<file path="src/design/field_to_radix_limbs_unit_assert.svh">
// Assertion macros for the field to radix limbs unit.
// Used by the top level; expects clock and reset in scope.
`ifndef FIELD_TO_RADIX_LIMBS_UNIT_ASSERT_SVH
`define FIELD_TO_RADIX_LIMBS_UNIT_ASSERT_SVH

// Same-cycle implication, checked outside reset.
`define F2RL_ASSERT_NOW(label, ante, cons) \
   label: assert property (@(posedge clock) disable iff (reset) (ante) |-> (cons)) \
      else $error("f2rl same-cycle check failed");

// Next-cycle implication, checked outside reset.
`define F2RL_ASSERT_NEXT(label, ante, cons) \
   label: assert property (@(posedge clock) disable iff (reset) (ante) |=> (cons)) \
      else $error("f2rl next-cycle check failed");

`endif

</file>
<file path="src/design/f2rl_pkg.sv">
// Shared types and constants for the field to radix limbs unit.
// No dependencies; used by f2rl_ctrl, f2rl_datapath and the top level.
`default_nettype none

package f2rl_pkg;

   // value is held as 32 bytes, most significant byte 6 bits wide
   localparam int VAL_BYTES = 32;

   localparam logic [31:0] RADIX_MIN = 32'd2;
   localparam logic [31:0] RADIX_MAX = 32'd256;

   localparam logic [2:0] ERR_OK         = 3'd0;
   localparam logic [2:0] ERR_ADDR       = 3'd1;
   localparam logic [2:0] ERR_RADIX      = 3'd2;
   localparam logic [2:0] ERR_BITS       = 3'd3;
   localparam logic [2:0] ERR_ZERO_COUNT = 3'd4;
   localparam logic [2:0] ERR_COUNT      = 3'd5;

   typedef struct packed {
      logic load;         // capture request fields
      logic init_div;     // start the first division pass
      logic div_step;     // one byte of long division
      logic init_emit;    // set up the limb readout
      logic prime;        // first buffer read in flight
      logic emit_step;    // one limb into the packer
      logic emit_single;  // lone error or empty result
   } f2rl_cmd_type;

   typedef struct packed {
      logic [2:0] err;
      logic       count_zero;
      logic       pass_end;
      logic       limbs_done;
      logic       emit_last;
   } f2rl_sts_type;

endpackage

`default_nettype wire

</file>
<file path="src/design/f2rl_ctrl.sv">
// Sequencer for the field to radix limbs unit.
// Depends on f2rl_pkg for command and status types.
`default_nettype none

module f2rl_ctrl (
   input  wire logic                   clock,
   input  wire logic                   reset,
   input  wire logic                   start,
   output logic                        busy,
   input  wire f2rl_pkg::f2rl_sts_type sts,
   output f2rl_pkg::f2rl_cmd_type      cmd
);

   localparam logic [2:0] ST_IDLE  = 3'd0;
   localparam logic [2:0] ST_CHECK = 3'd1;
   localparam logic [2:0] ST_DIV   = 3'd2;
   localparam logic [2:0] ST_PRIME = 3'd3;
   localparam logic [2:0] ST_EMIT  = 3'd4;

   logic [2:0] state_ff;
   logic [2:0] state_in;

   always_comb begin
      state_in = state_ff;
      cmd      = '0;
      case (state_ff)
         ST_IDLE: begin
            if (start) begin
               cmd.load = 1'b1;
               state_in = ST_CHECK;
            end
         end
         ST_CHECK: begin
            if ((sts.err != f2rl_pkg::ERR_OK) || sts.count_zero) begin
               cmd.emit_single = 1'b1;
               state_in        = ST_IDLE;
            end else begin
               cmd.init_div = 1'b1;
               state_in     = ST_DIV;
            end
         end
         ST_DIV: begin
            cmd.div_step = 1'b1;
            if (sts.pass_end && sts.limbs_done) begin
               cmd.init_emit = 1'b1;
               state_in      = ST_PRIME;
            end
         end
         ST_PRIME: begin
            cmd.prime = 1'b1;
            state_in  = ST_EMIT;
         end
         ST_EMIT: begin
            cmd.emit_step = 1'b1;
            if (sts.emit_last) begin
               state_in = ST_IDLE;
            end
         end
         default: begin
            state_in = ST_IDLE;
         end
      endcase
   end

   always_ff @(posedge clock) begin
      if (reset) begin
         state_ff <= ST_IDLE;
      end else begin
         state_ff <= state_in;
      end
   end

   assign busy = (state_ff != ST_IDLE);

endmodule

`default_nettype wire

</file>
<file path="src/design/f2rl_datapath.sv">
// Datapath of the field to radix limbs unit: request registers, checks,
// byte-serial divider, limb buffer and result packer. Depends on f2rl_pkg.
`default_nettype none

module f2rl_datapath #(
   parameter int MAX_LIMBS        = 256,
   parameter int LIMBS_PER_RESULT = 8
) (
   input  wire logic                   clock,
   input  wire logic                   reset,
   input  wire f2rl_pkg::f2rl_cmd_type cmd,
   output f2rl_pkg::f2rl_sts_type      sts,
   input  wire logic [31:0]            highest_address,
   input  wire logic [63:0]            req_value_w0,
   input  wire logic [63:0]            req_value_w1,
   input  wire logic [63:0]            req_value_w2,
   input  wire logic [61:0]            req_value_w3,
   input  wire logic [31:0]            req_radix,
   input  wire logic [31:0]            req_limb_count,
   input  wire logic                   req_bits_mode,
   input  wire logic [31:0]            req_dest_address,
   output logic                        rsp_valid,
   output logic [31:0]                 rsp_write_address,
   output logic [63:0]                 rsp_limbs_packed,
   output logic [3:0]                  rsp_limb_count_here,
   output logic                        rsp_bit_tagged,
   output logic [2:0]                  rsp_error_cause,
   output logic                        rsp_last
);

   localparam int LIDX_W = $clog2(MAX_LIMBS);
   localparam int CNT_W  = $clog2(MAX_LIMBS + 1);
   localparam int KW     = (LIMBS_PER_RESULT > 1) ? $clog2(LIMBS_PER_RESULT) : 1;
   localparam int BW     = $clog2(f2rl_pkg::VAL_BYTES);

   // one step of long division: {rem, din} / d, with rem < d <= 256
   function automatic logic [15:0] div_byte(input logic [7:0] rem, input logic [7:0] din,
                                            input logic [8:0] d);
      logic [8:0] r;
      logic [8:0] t;
      logic [7:0] q;
      r = {1'b0, rem};
      q = '0;
      for (int i = 7; i >= 0; i--) begin
         t = {r[7:0], din[i]};
         if (t >= d) begin
            r    = t - d;
            q[i] = 1'b1;
         end else begin
            r = t;
         end
      end
      return {q, r[7:0]};
   endfunction

   // request
   logic [f2rl_pkg::VAL_BYTES-1:0][7:0] val_ff, val_in;
   logic [31:0] radix_ff, count_ff, dest_ff;
   logic        bits_ff;

   // division
   logic [BW-1:0]     byte_idx_ff, byte_idx_in;
   logic [BW-1:0]     top_ff, top_in;
   logic [7:0]        rem_ff, rem_in;
   logic [LIDX_W-1:0] limb_idx_ff, limb_idx_in;
   logic [LIDX_W-1:0] cnt_m1;
   logic [15:0]       qr;
   logic [7:0]        quo, rmd;

   // limb buffer and readout
   logic [7:0]        limb_mem [MAX_LIMBS];
   logic [7:0]        rd_data_ff;
   logic [LIDX_W-1:0] rd_ptr_ff, rd_ptr_in;
   logic [CNT_W-1:0]  emit_left_ff, emit_left_in;
   logic [KW-1:0]     k_ff, k_in;
   logic [63:0]       acc_ff, acc_in, packed_next;
   logic [31:0]       chunk_addr_ff, chunk_addr_in;
   logic              chunk_end;

   // result registers
   logic        rsp_valid_ff, rsp_valid_in;
   logic [31:0] rsp_addr_ff, rsp_addr_in;
   logic [63:0] rsp_packed_ff, rsp_packed_in;
   logic [3:0]  rsp_cnt_ff, rsp_cnt_in;
   logic        rsp_tag_ff, rsp_tag_in;
   logic [2:0]  rsp_err_ff, rsp_err_in;
   logic        rsp_last_ff, rsp_last_in;

   // parameter checks, in priority order
   logic [32:0] end_sum, addr_lim;
   logic        nonzero;
   logic [2:0]  err;

   always_comb begin
      end_sum  = {1'b0, dest_ff} + {1'b0, count_ff};
      addr_lim = {1'b0, highest_address} + 33'd1;
      nonzero  = |val_ff;
      if ((end_sum == '0) || (end_sum > addr_lim)) begin
         err = f2rl_pkg::ERR_ADDR;
      end else if ((radix_ff < f2rl_pkg::RADIX_MIN) || (radix_ff > f2rl_pkg::RADIX_MAX)) begin
         err = f2rl_pkg::ERR_RADIX;
      end else if (bits_ff && (radix_ff != f2rl_pkg::RADIX_MIN)) begin
         err = f2rl_pkg::ERR_BITS;
      end else if ((count_ff == '0) && nonzero) begin
         err = f2rl_pkg::ERR_ZERO_COUNT;
      end else if (count_ff > 32'(MAX_LIMBS)) begin
         err = f2rl_pkg::ERR_COUNT;
      end else begin
         err = f2rl_pkg::ERR_OK;
      end
   end

   assign cnt_m1    = LIDX_W'(count_ff - 32'd1);
   assign qr        = div_byte(rem_ff, val_ff[byte_idx_ff], radix_ff[8:0]);
   assign quo       = qr[15:8];
   assign rmd       = qr[7:0];

   assign packed_next = acc_ff | (64'(rd_data_ff) << {k_ff, 3'b000});
   assign chunk_end   = (k_ff == KW'(LIMBS_PER_RESULT - 1)) || (emit_left_ff == CNT_W'(1));

   assign sts.err        = err;
   assign sts.count_zero = (count_ff == '0);
   assign sts.pass_end   = (byte_idx_ff == '0);
   assign sts.limbs_done = (limb_idx_ff == cnt_m1);
   assign sts.emit_last  = (emit_left_ff == CNT_W'(1));

   always_comb begin
      val_in        = val_ff;
      byte_idx_in   = byte_idx_ff;
      top_in        = top_ff;
      rem_in        = rem_ff;
      limb_idx_in   = limb_idx_ff;
      rd_ptr_in     = rd_ptr_ff;
      emit_left_in  = emit_left_ff;
      k_in          = k_ff;
      acc_in        = acc_ff;
      chunk_addr_in = chunk_addr_ff;
      rsp_valid_in  = 1'b0;
      rsp_addr_in   = rsp_addr_ff;
      rsp_packed_in = rsp_packed_ff;
      rsp_cnt_in    = rsp_cnt_ff;
      rsp_tag_in    = rsp_tag_ff;
      rsp_err_in    = rsp_err_ff;
      rsp_last_in   = rsp_last_ff;

      if (cmd.load) begin
         val_in = {2'b00, req_value_w3, req_value_w2, req_value_w1, req_value_w0};
      end

      if (cmd.init_div) begin
         byte_idx_in = BW'(f2rl_pkg::VAL_BYTES - 1);
         top_in      = BW'(f2rl_pkg::VAL_BYTES - 1);
         rem_in      = '0;
         limb_idx_in = '0;
      end

      if (cmd.div_step) begin
         val_in[byte_idx_ff] = quo;
         // drop the leading byte from later passes once it is zero
         if ((byte_idx_ff == top_ff) && (quo == '0) && (top_ff != '0)) begin
            top_in = top_ff - BW'(1);
         end
         if (byte_idx_ff == '0) begin
            rem_in      = '0;
            limb_idx_in = limb_idx_ff + LIDX_W'(1);
            byte_idx_in = top_in;
         end else begin
            rem_in      = rmd;
            byte_idx_in = byte_idx_ff - BW'(1);
         end
      end

      if (cmd.init_emit) begin
         rd_ptr_in     = cnt_m1;
         emit_left_in  = CNT_W'(count_ff);
         k_in          = '0;
         acc_in        = '0;
         chunk_addr_in = dest_ff;
      end

      if (cmd.prime) begin
         rd_ptr_in = rd_ptr_ff - LIDX_W'(1);
      end

      if (cmd.emit_step) begin
         rd_ptr_in    = rd_ptr_ff - LIDX_W'(1);
         emit_left_in = emit_left_ff - CNT_W'(1);
         if (chunk_end) begin
            rsp_valid_in  = 1'b1;
            rsp_addr_in   = chunk_addr_ff;
            rsp_packed_in = packed_next;
            rsp_cnt_in    = 4'(k_ff) + 4'd1;
            rsp_tag_in    = bits_ff;
            rsp_err_in    = f2rl_pkg::ERR_OK;
            rsp_last_in   = (emit_left_ff == CNT_W'(1));
            acc_in        = '0;
            k_in          = '0;
            chunk_addr_in = chunk_addr_ff + 32'(LIMBS_PER_RESULT);
         end else begin
            acc_in = packed_next;
            k_in   = k_ff + KW'(1);
         end
      end

      if (cmd.emit_single) begin
         rsp_valid_in  = 1'b1;
         rsp_addr_in   = dest_ff;
         rsp_packed_in = '0;
         rsp_cnt_in    = '0;
         rsp_tag_in    = (err == f2rl_pkg::ERR_OK) ? bits_ff : 1'b0;
         rsp_err_in    = err;
         rsp_last_in   = 1'b1;
      end
   end

   always_ff @(posedge clock) begin
      if (reset) begin
         rsp_valid_ff <= 1'b0;
      end else begin
         rsp_valid_ff <= rsp_valid_in;
      end
   end

   always_ff @(posedge clock) begin
      if (cmd.load) begin
         radix_ff <= req_radix;
         count_ff <= req_limb_count;
         bits_ff  <= req_bits_mode;
         dest_ff  <= req_dest_address;
      end
      val_ff        <= val_in;
      byte_idx_ff   <= byte_idx_in;
      top_ff        <= top_in;
      rem_ff        <= rem_in;
      limb_idx_ff   <= limb_idx_in;
      rd_ptr_ff     <= rd_ptr_in;
      emit_left_ff  <= emit_left_in;
      k_ff          <= k_in;
      acc_ff        <= acc_in;
      chunk_addr_ff <= chunk_addr_in;
      rsp_addr_ff   <= rsp_addr_in;
      rsp_packed_ff <= rsp_packed_in;
      rsp_cnt_ff    <= rsp_cnt_in;
      rsp_tag_ff    <= rsp_tag_in;
      rsp_err_ff    <= rsp_err_in;
      rsp_last_ff   <= rsp_last_in;
   end

   // limb buffer: little-endian limbs, one write and one registered read
   always_ff @(posedge clock) begin
      if (cmd.div_step && (byte_idx_ff == '0)) begin
         limb_mem[limb_idx_ff] <= rmd;
      end
      rd_data_ff <= limb_mem[rd_ptr_ff];
   end

   assign rsp_valid           = rsp_valid_ff;
   assign rsp_write_address   = rsp_addr_ff;
   assign rsp_limbs_packed    = rsp_packed_ff;
   assign rsp_limb_count_here = rsp_cnt_ff;
   assign rsp_bit_tagged      = rsp_tag_ff;
   assign rsp_error_cause     = rsp_err_ff;
   assign rsp_last            = rsp_last_ff;

endmodule

`default_nettype wire

</file>
<file path="src/design/field_to_radix_limbs_unit.sv">
// An error or empty request is caught in the check state, which loads its one beat into the result registers.
// A conversion runs one divide pass per limb, byte by byte from the current top byte down
// (32 bytes on the first pass, one fewer after a pass whose top byte comes out zero), then
// primes the limb buffer read and reads out one limb per cycle into the packer.
// Throughput: one request at a time; the next start is taken while the last beat is shown.
// Reset clears the sequencer and result strobe; highest_address resets to all ones.
`default_nettype none

module field_to_radix_limbs_unit #(
   parameter int MAX_LIMBS        = 256,
   parameter int LIMBS_PER_RESULT = 8
) (
   input  wire logic        clock,
   input  wire logic        reset,
   // request channel
   input  wire logic        start,
   output logic             busy,
   input  wire logic [63:0] req_value_w0,
   input  wire logic [63:0] req_value_w1,
   input  wire logic [63:0] req_value_w2,
   input  wire logic [61:0] req_value_w3,
   input  wire logic [31:0] req_radix,
   input  wire logic [31:0] req_limb_count,
   input  wire logic        req_bits_mode,
   input  wire logic [31:0] req_dest_address,
   // result channel
   output logic             rsp_valid,
   output logic [31:0]      rsp_write_address,
   output logic [63:0]      rsp_limbs_packed,
   output logic [3:0]       rsp_limb_count_here,
   output logic             rsp_bit_tagged,
   output logic [2:0]       rsp_error_cause,
   output logic             rsp_last,
   // configuration
   input  wire logic        csr_write_enable,
   input  wire logic [31:0] csr_write_data
);

   // highest writable address, used by the range check
   logic [31:0] highest_addr_ff;

   f2rl_pkg::f2rl_cmd_type cmd;
   f2rl_pkg::f2rl_sts_type sts;

   // result beat that carries an error cause
   logic err_beat;

   always_ff @(posedge clock) begin
      if (reset) begin
         highest_addr_ff <= '1;
      end else if (csr_write_enable) begin
         highest_addr_ff <= csr_write_data;
      end
   end

   // sequencer: check, divide pass by pass, then stream limbs out
   f2rl_ctrl u_ctrl (
      .clock (clock),
      .reset (reset),
      .start (start),
      .busy  (busy),
      .sts   (sts),
      .cmd   (cmd)
   );

   // datapath: value bytes, divider, limb buffer, packer and result beat
   f2rl_datapath #(
      .MAX_LIMBS        (MAX_LIMBS),
      .LIMBS_PER_RESULT (LIMBS_PER_RESULT)
   ) u_datapath (
      .clock               (clock),
      .reset               (reset),
      .cmd                 (cmd),
      .sts                 (sts),
      .highest_address     (highest_addr_ff),
      .req_value_w0        (req_value_w0),
      .req_value_w1        (req_value_w1),
      .req_value_w2        (req_value_w2),
      .req_value_w3        (req_value_w3),
      .req_radix           (req_radix),
      .req_limb_count      (req_limb_count),
      .req_bits_mode       (req_bits_mode),
      .req_dest_address    (req_dest_address),
      .rsp_valid           (rsp_valid),
      .rsp_write_address   (rsp_write_address),
      .rsp_limbs_packed    (rsp_limbs_packed),
      .rsp_limb_count_here (rsp_limb_count_here),
      .rsp_bit_tagged      (rsp_bit_tagged),
      .rsp_error_cause     (rsp_error_cause),
      .rsp_last            (rsp_last)
   );

   assign err_beat = rsp_valid && (rsp_error_cause != f2rl_pkg::ERR_OK);

`include "field_to_radix_limbs_unit_assert.svh"

   // a flagged beat is the only one of its request and carries no limbs
   `F2RL_ASSERT_NOW(a_err_single, err_beat, rsp_last && (rsp_limb_count_here == 4'd0))
   // an accepted request keeps the block busy on the next cycle
   `F2RL_ASSERT_NEXT(a_accept_busy, start && !busy, busy)
   // more beats follow a non-final one, so the sequencer is still working
   `F2RL_ASSERT_NOW(a_more_busy, rsp_valid && !rsp_last, busy)
   // a data beat never carries more limbs than one packed write holds
   `F2RL_ASSERT_NOW(a_beat_size, rsp_valid, rsp_limb_count_here <= 4'(LIMBS_PER_RESULT))

endmodule

`default_nettype wire
</file>
<file path="config.mk">
export PLATFORM = sky130hd
export DESIGN_NAME = field_to_radix_limbs_unit
export DESIGN_NICKNAME = d
export VERILOG_FILES = /design/src/design/f2rl_pkg.sv /design/src/design/f2rl_ctrl.sv /design/src/design/f2rl_datapath.sv /design/src/design/field_to_radix_limbs_unit.sv
export VERILOG_INCLUDE_DIRS = /design/src /design/src/design
export SDC_FILE = /design/constraint.sdc
export NUM_CORES = 2
export LEC_CHECK = 0
export BUFFER_PORTS_ARGS = -buffer_cell sky130_fd_sc_hd__buf_2
export CAP_MARGIN = 20
export CORE_MARGIN = 3
export CORE_UTILIZATION = 62
export CTS_BUF_LIST = sky130_fd_sc_hd__clkbuf_4 sky130_fd_sc_hd__clkbuf_8 sky130_fd_sc_hd__clkbuf_16
export DETAILED_ROUTE_END_ITERATION = 10
export PLACE_DENSITY = 0.8
export SKIP_CTS_REPAIR_TIMING = 1
export SLEW_MARGIN = 0
export SYNTH_ARGS = -nofsm -noshare
export SYNTH_HDL_FRONTEND = slang
export SYNTH_HIERARCHICAL = 1
export SYNTH_SLANG_ARGS = --single-unit
export TNS_END_PERCENT = 1
</file>
<file path="constraint.sdc">
create_clock -name clock -period 32.1 [get_ports clock]
set_input_delay 6.42 -clock clock [delete_from_list [all_inputs] [get_ports clock]]
set_output_delay 6.42 -clock clock [all_outputs]
set_load 0.05 [all_outputs]
</file>
After elaboration in Yosys (flattened, before gate mapping)
Memory sizes are Yosys's and may differ from the RTL's. A register that Yosys moved wholly into a read port is not among the register bits.
Index checks and enable logic that the tools add are counted.
{"block": "classes", "n_mux": 84, "order_cmp": 14, "n_eq_ne": 12, "shifts": 1, "n_addsub": 19, "bitwise_logic": 1, "reduce_logical": 29}
{"cell": "$mux 256", "n": 2}
{"cell": "$bwmux 256", "n": 1}
{"cell": "$reduce_or 256->1", "n": 1}
{"cell": "$mux 32", "n": 6}
{"cell": "$mux 64", "n": 3}
{"cell": "$mux 8", "n": 19}
{"cell": "$ge 9x9->1", "n": 8}
{"cell": "$gt 32x9->1 const B", "n": 2}
{"cell": "$or 64x64->64", "n": 1}
{"cell": "$shl 8x6->64", "n": 1}
{"cell": "$sub 8x8->8", "n": 8}
{"cell": "$mux 3", "n": 14}
{"cell": "$bmux 8 s5", "n": 1}
{"cell": "$demux 8 s5", "n": 1}
{"cell": "$add 32x1->33 const B", "n": 1}
{"cell": "$add 32x32->33", "n": 1}
{"cell": "$gt 33x33->1", "n": 1}
{"cell": "$logic_not 33->1", "n": 1}
{"cell": "$add 32x4->32 const B", "n": 1}
{"cell": "$logic_not 32->1", "n": 1}
{"cell": "$lt 32x2->1 const B", "n": 1}
{"cell": "$ne 32x2->1 const B", "n": 1}
{"cell": "$mux 5", "n": 6}
{"cell": "$mux 1", "n": 26}
{"cell": "29 further kinds", "n": 52}
{"block": "word_totals", "in_bits": 387, "register_bits": 636, "memories": 1, "ramBits": 2048}
{"memory": "u_datapath.limb_mem", "words": 256, "word_bits": 8, "read_ports": 1, "rd_clocked_by_memory_dff": 1, "write_ports": 1, "line": "f2rl_datapath.sv:71", "source": "logic [7:0] limb_mem [MAX_LIMBS];"}

Depth between registers and ports, before layout
{"block": "logic_depth", "ltp_word": 24, "ltp_mapped": 80}

By module
The synthesis kept the hierarchy.
{"module": "f2rl_datapath", "cells_each": 6730, "instances": 1, "seq_area_each_um2": 76022.9, "area_each_um2": 112568.0}
{"module": "field_to_radix_limbs_unit", "cells_each": 106, "instances": 1, "seq_area_each_um2": 640.6, "area_each_um2": 1199.9}
{"module": "f2rl_ctrl", "cells_each": 26, "instances": 1, "seq_area_each_um2": 60.1, "area_each_um2": 211.5}

Least setup slack after synthesis
OpenSTA, ideal clock, no wires.
{"block": "synth_timing", "path_type": "reg-to-reg", "from": "register u_datapath.byte_idx_ff[0]", "to": "memory u_datapath.limb_mem[0][6] (data pin)", "stages_incl_launch_ff": 78, "t_arrival_ns": 26.038, "setup_time_ns": 2.189, "required_ns": 29.911, "setup_slack_ns": 3.873, "synth_period_minus_slack_ns": 28.227, "cell_sequence": "edfxtp_1 > buf_2 > buf_6 > buf_6 > buf_6 > mux4_2 > a22oi_1 > o2111a_1 > ha_1 > nand2b_1 > a21oi_1 > o21bai_1 > a31oi_1 > o21a_1 > clkbuf_1 > mux2i_1 > inv_1 > ha_1 > [... 42 more ...] > o21ai_0 > a21boi_1 > o31a_1 > o41ai_1 > a21o_1 > clkbuf_1 > mux2i_1 > ha_1 > nor2b_1 > o21a_1 > o21ai_0 > a21oi_1 > o41ai_1 > a21oi_1 > clkbuf_1 > clkbuf_1 > clkbuf_1 > o21ai_0"}
{"block": "synth_via", "elab_chain_cells": 18, "elab_cells_between_ends": 26, "cone_classes": "add/sub: 8; order compare: 8; mux: 10"}
{"item": "from (decl)", "line": "f2rl_datapath.sv:62", "source": "logic [BW-1:0] byte_idx_ff, byte_idx_in;"}
{"item": "from (signal assigned)", "line": "f2rl_datapath.sv:232", "source": "byte_idx_ff <= byte_idx_in;"}
{"item": "$bmux 8 s5 (*)", "line": "f2rl_datapath.sv:114", "source": "assign qr = div_byte(rem_ff, val_ff[byte_idx_ff], radix_ff[8:0]);"}
{"item": "$mux 8 (implied by the code) (*)", "line": "f2rl_datapath.sv:114"}
{"item": "$sub 8x8->8 / $ge 9x9->1 (equally long branches)", "line": "f2rl_datapath.sv:47, f2rl_datapath.sv:46"}
{"item": "$mux 8", "line": "f2rl_datapath.sv:46", "source": "if (t >= d) begin"}
{"item": "$sub 8x8->8 / $ge 9x9->1 (equally long branches)", "line": "f2rl_datapath.sv:47, f2rl_datapath.sv:46"}
{"item": "$mux 8", "line": "f2rl_datapath.sv:46"}
{"item": "$sub 8x8->8 / $ge 9x9->1 (equally long branches)", "line": "f2rl_datapath.sv:47, f2rl_datapath.sv:46"}
{"item": "$mux 8", "line": "f2rl_datapath.sv:46"}
{"item": "[... 3 more ...]"}
{"item": "$mux 8", "line": "f2rl_datapath.sv:46"}
{"item": "$sub 8x8->8 / $ge 9x9->1 (equally long branches)", "line": "f2rl_datapath.sv:47, f2rl_datapath.sv:46"}
{"item": "$mux 8", "line": "f2rl_datapath.sv:46"}
{"item": "$sub 8x8->8 / $ge 9x9->1 (equally long branches)", "line": "f2rl_datapath.sv:47, f2rl_datapath.sv:46"}
{"item": "$mux 8", "line": "f2rl_datapath.sv:46"}
{"item": "$ge 9x9->1 / $sub 8x8->8 (equally long branches)", "line": "f2rl_datapath.sv:46, f2rl_datapath.sv:47"}
{"item": "$mux 8 (*)", "line": "f2rl_datapath.sv:46"}
{"item": "net u_datapath.qr[6]", "line": "f2rl_datapath.sv:67", "source": "logic [15:0] qr;"}
{"item": "to (decl)", "line": "f2rl_datapath.sv:71"}
Mark *: on every way through the listed nets, which the timed path passes. The rest lies on a longest branch. The select of a mux whose other input is x is not followed.

Worst setup path after layout
{"block": "layout_timing", "from": "register u_datapath.byte_idx_ff[0]", "to": "memory u_datapath.limb_mem[121][4] (data pin)"}
Same word-level chain as after synthesis.

==> impl_results.md <==
* Status: complete, no violations
* Routability cong. at between 1 and 1.5
* Total GRT Usage at 0.354
* Worst-Skew Late Latency at 0.95 ns
* Crit path kind: reg2reg
* IO Pins at 494
* Worst setup SP type: flip-flop
* Nature of the critical path endpoint: flip-flop
* Share of the synthesized area in the top cell type at 0.601
* Count leader, synth: edfxtp_1
* Setup Viol. Count Final at 0
* Post-synth top cells: edfxtp_1 (2281), mux4_2 (741), nor2_1 (601), dfxtp_1 (411), nand2_1 (380)
* H-tree lvl count at 5
* WL final at 339 mm
* Placed cells at approximately 9500
* Crit-path max FO at 102
* Critical Path RT at 32.79 ns
* Crit path time final at 22.82 ns
* Worst-case clock buffer depth at 4
* Routed vias at 69700
* FMAX at 43.8 MHz
* Main synth FF type: edfxtp_1
* WP data arrival at around 24 ns
* TritonCTS Buffers at 281
* Hold Violations, Final at 0
* FILL cells at 10700
* Mapped Nets at 7412
* Met1 Use GR at 0.451
* Final-stage net count at 7900
* Util after Layout at 0.705
* Yosys top cell by area: edfxtp_1
* RSZ-0062 raised after global routing: false
* Hold Crit Class: reg2reg
* Routed Antenna Nets at 0
* Slowest CP cell: buf_4
* Finished Layout Cells at 10000
* Mean post-synth cell area at 16.6 sq um
* Core ar. at 182000 sq um
* DR iter-0 viols at 10500
* EDFF count, synth at 2281
* Port bufs at 493
* Clock Sinks at 2692
* Slew Viols, Final at 0
* Setup TNS at 0 ns
* Via density at 6.96
* Met3 Use GR at 0.0826
* GRT busiest layer: met2
* Layout cells sized above 1 at 0.252
* Die area at approximately 190000 sq um
* Seq/Total Area, Yosys at 0.673
* Synthesized area at 114000 sq um
* Synth unique cells at 92
* Number of global-route vias before repair at between 60000 and 70000
* Wire length per cell at 33.9 um
* DRC violations left at 0
* Clk root buf: clkbuf_16
* CTS tree: done
* Most Frequent Cell on Critical Path: ha_1
* MaxCap Viol Count at 0
* Worst slew pin tran at 1.28 ns
* Clock-pin slew on the worst setup and hold paths at 0.06 ns
* Fin crit share at 0.711
* Top cells by area, synth: edfxtp_1 (60%), mux4_2 (15%), dfxtp_1 (7.2%)
* FF+latch count, synth at 2692
* Initial core utilization at 0.627
* Synth Warn # at 6
* Chip width at 435 um
* Slew Limit Headroom at 0.145
* Grt total ovfl at 0
* Slowest Stage Delay on Critical Path at 0.97 ns
* Final hold slack at 0.470 ns
* Worst clock skew at 0.0602 ns
* Syn-to-layout area delta at 12.4%
* Cells after Synth at 6862
* Antenna violations before repair at 22
* Async set-or-reset flop fraction in the synthesized netlist at 0
* Largest net degree at the start of global routing at 257
* Row count at 156
* DRT Pass-1 Iters at 8
* Hpwl dp at 203 mm
* First-pass GRT wire length at a little under 500 mm
* Die Ht at 435 um
* GR Layer Usage met2 at 0.565
==> cell usage in the layout, fill, tap and decap left out, drive strengths merged, types with 37 or more instances in the layout <==
master	n
nand4	55
a211o	37
a21o	41
nor2	602
nor2b	61
xor2	58
clkinv	90
ha	154
nand3	68
nand2	380
a21oi	213
clkbuf	358
nor3	44
mux2	48
buf	609
dfxtp	411
edfxtp	2281
xnor2	63
and3	40
mux4	741
inv	87
nor4	91
a211oi	95
o21ai	317
mux2i	281
==> path summary, 6_finish.rpt <==
kind,start,endpoint,slack [ns],cells past startpoint
setup / recovery,u_datapath/byte_idx_ff[0]$_SDFFCE_PN1P_,u_datapath/limb_mem[121][4]$_DFFE_PP_,9.28,70
hold / removal,u_datapath/chunk_addr_ff[25]$_DFF_P_,u_datapath/chunk_addr_ff[25]$_DFF_P_,0.47,1
setup reg to reg,u_datapath/byte_idx_ff[0]$_SDFFCE_PN1P_,u_datapath/limb_mem[121][4]$_DFFE_PP_,9.28,70
hold reg to reg,u_datapath/chunk_addr_ff[25]$_DFF_P_,u_datapath/chunk_addr_ff[25]$_DFF_P_,0.47,1
==> worst max-delay path, delay by kind of cell (launching register included) <==
family	cells	cell delay, ns
AO/OA/AOI/OAI	37	10.94
buffers and inverters	10	4.23
multiplexers	7	3.19
adder cells (fa/ha/maj)	8	2.76
AND/OR/NAND/NOR	8	0.90
flip-flops	1	0.34
==> flip-flops by register name, indices dropped and copies added, names as in the netlist, 9 cells and up <==
register and flops:
u_datapath/val_ff 256, highest_addr_ff 32, u_datapath/rsp_write_address 32, u_datapath/dest_ff 32
u_datapath/count_ff 32, u_datapath/chunk_addr_ff 32, u_datapath/rsp_limbs_packed 64, u_datapath/limb_mem 2048
u_datapath/emit_left_ff 9, u_datapath/acc_ff 64, u_datapath/radix_ff 32
==> metal layers <==
layer  wire length (um)  up-vias
li1                   -    28300
met1             113000    34800
met2             163000     5482
met3              39100     1148
met4              23700        4
met5                 35        -
==> per-stage QoR <==
stage | instance area (sq um) | setup slack, ns
after CTS | 128000 | 9.13
after floorplan | 114000 | 3.87
after global routing | 128000 | 7.81
after global placement | 119000 | 10.01
after detailed placement | 119000 | 9.33
final | 128000 | 9.28
==> cells by family after synthesis <==
logic type                 synth area share
DFF                                   0.673
and+or+nand+nor                      0.0572
muxes                                 0.176
AOI/OAI and AO/OA                    0.0487
buffers and inverters                0.0173
adders and majority gates            0.0185
xor gates and xnor gates            0.00930
==> cell type report <==
class                   count  area [sq um]  share of cell area
repair buffers            611          3610              0.0282
clock inverters           122          1040             0.00812
flip-flops and latches   2692         76700               0.599
multi-input cells        3684         35600               0.278
well taps                2449          3060              0.0239
clock buffers             356          7800              0.0608
inverters                  80           300             0.00234
diodes                     17          42.5            0.000332
Power is left out: the tool's default activity adds up to more than one toggle a clock period on the data nets, which glitch-free logic cannot reach.
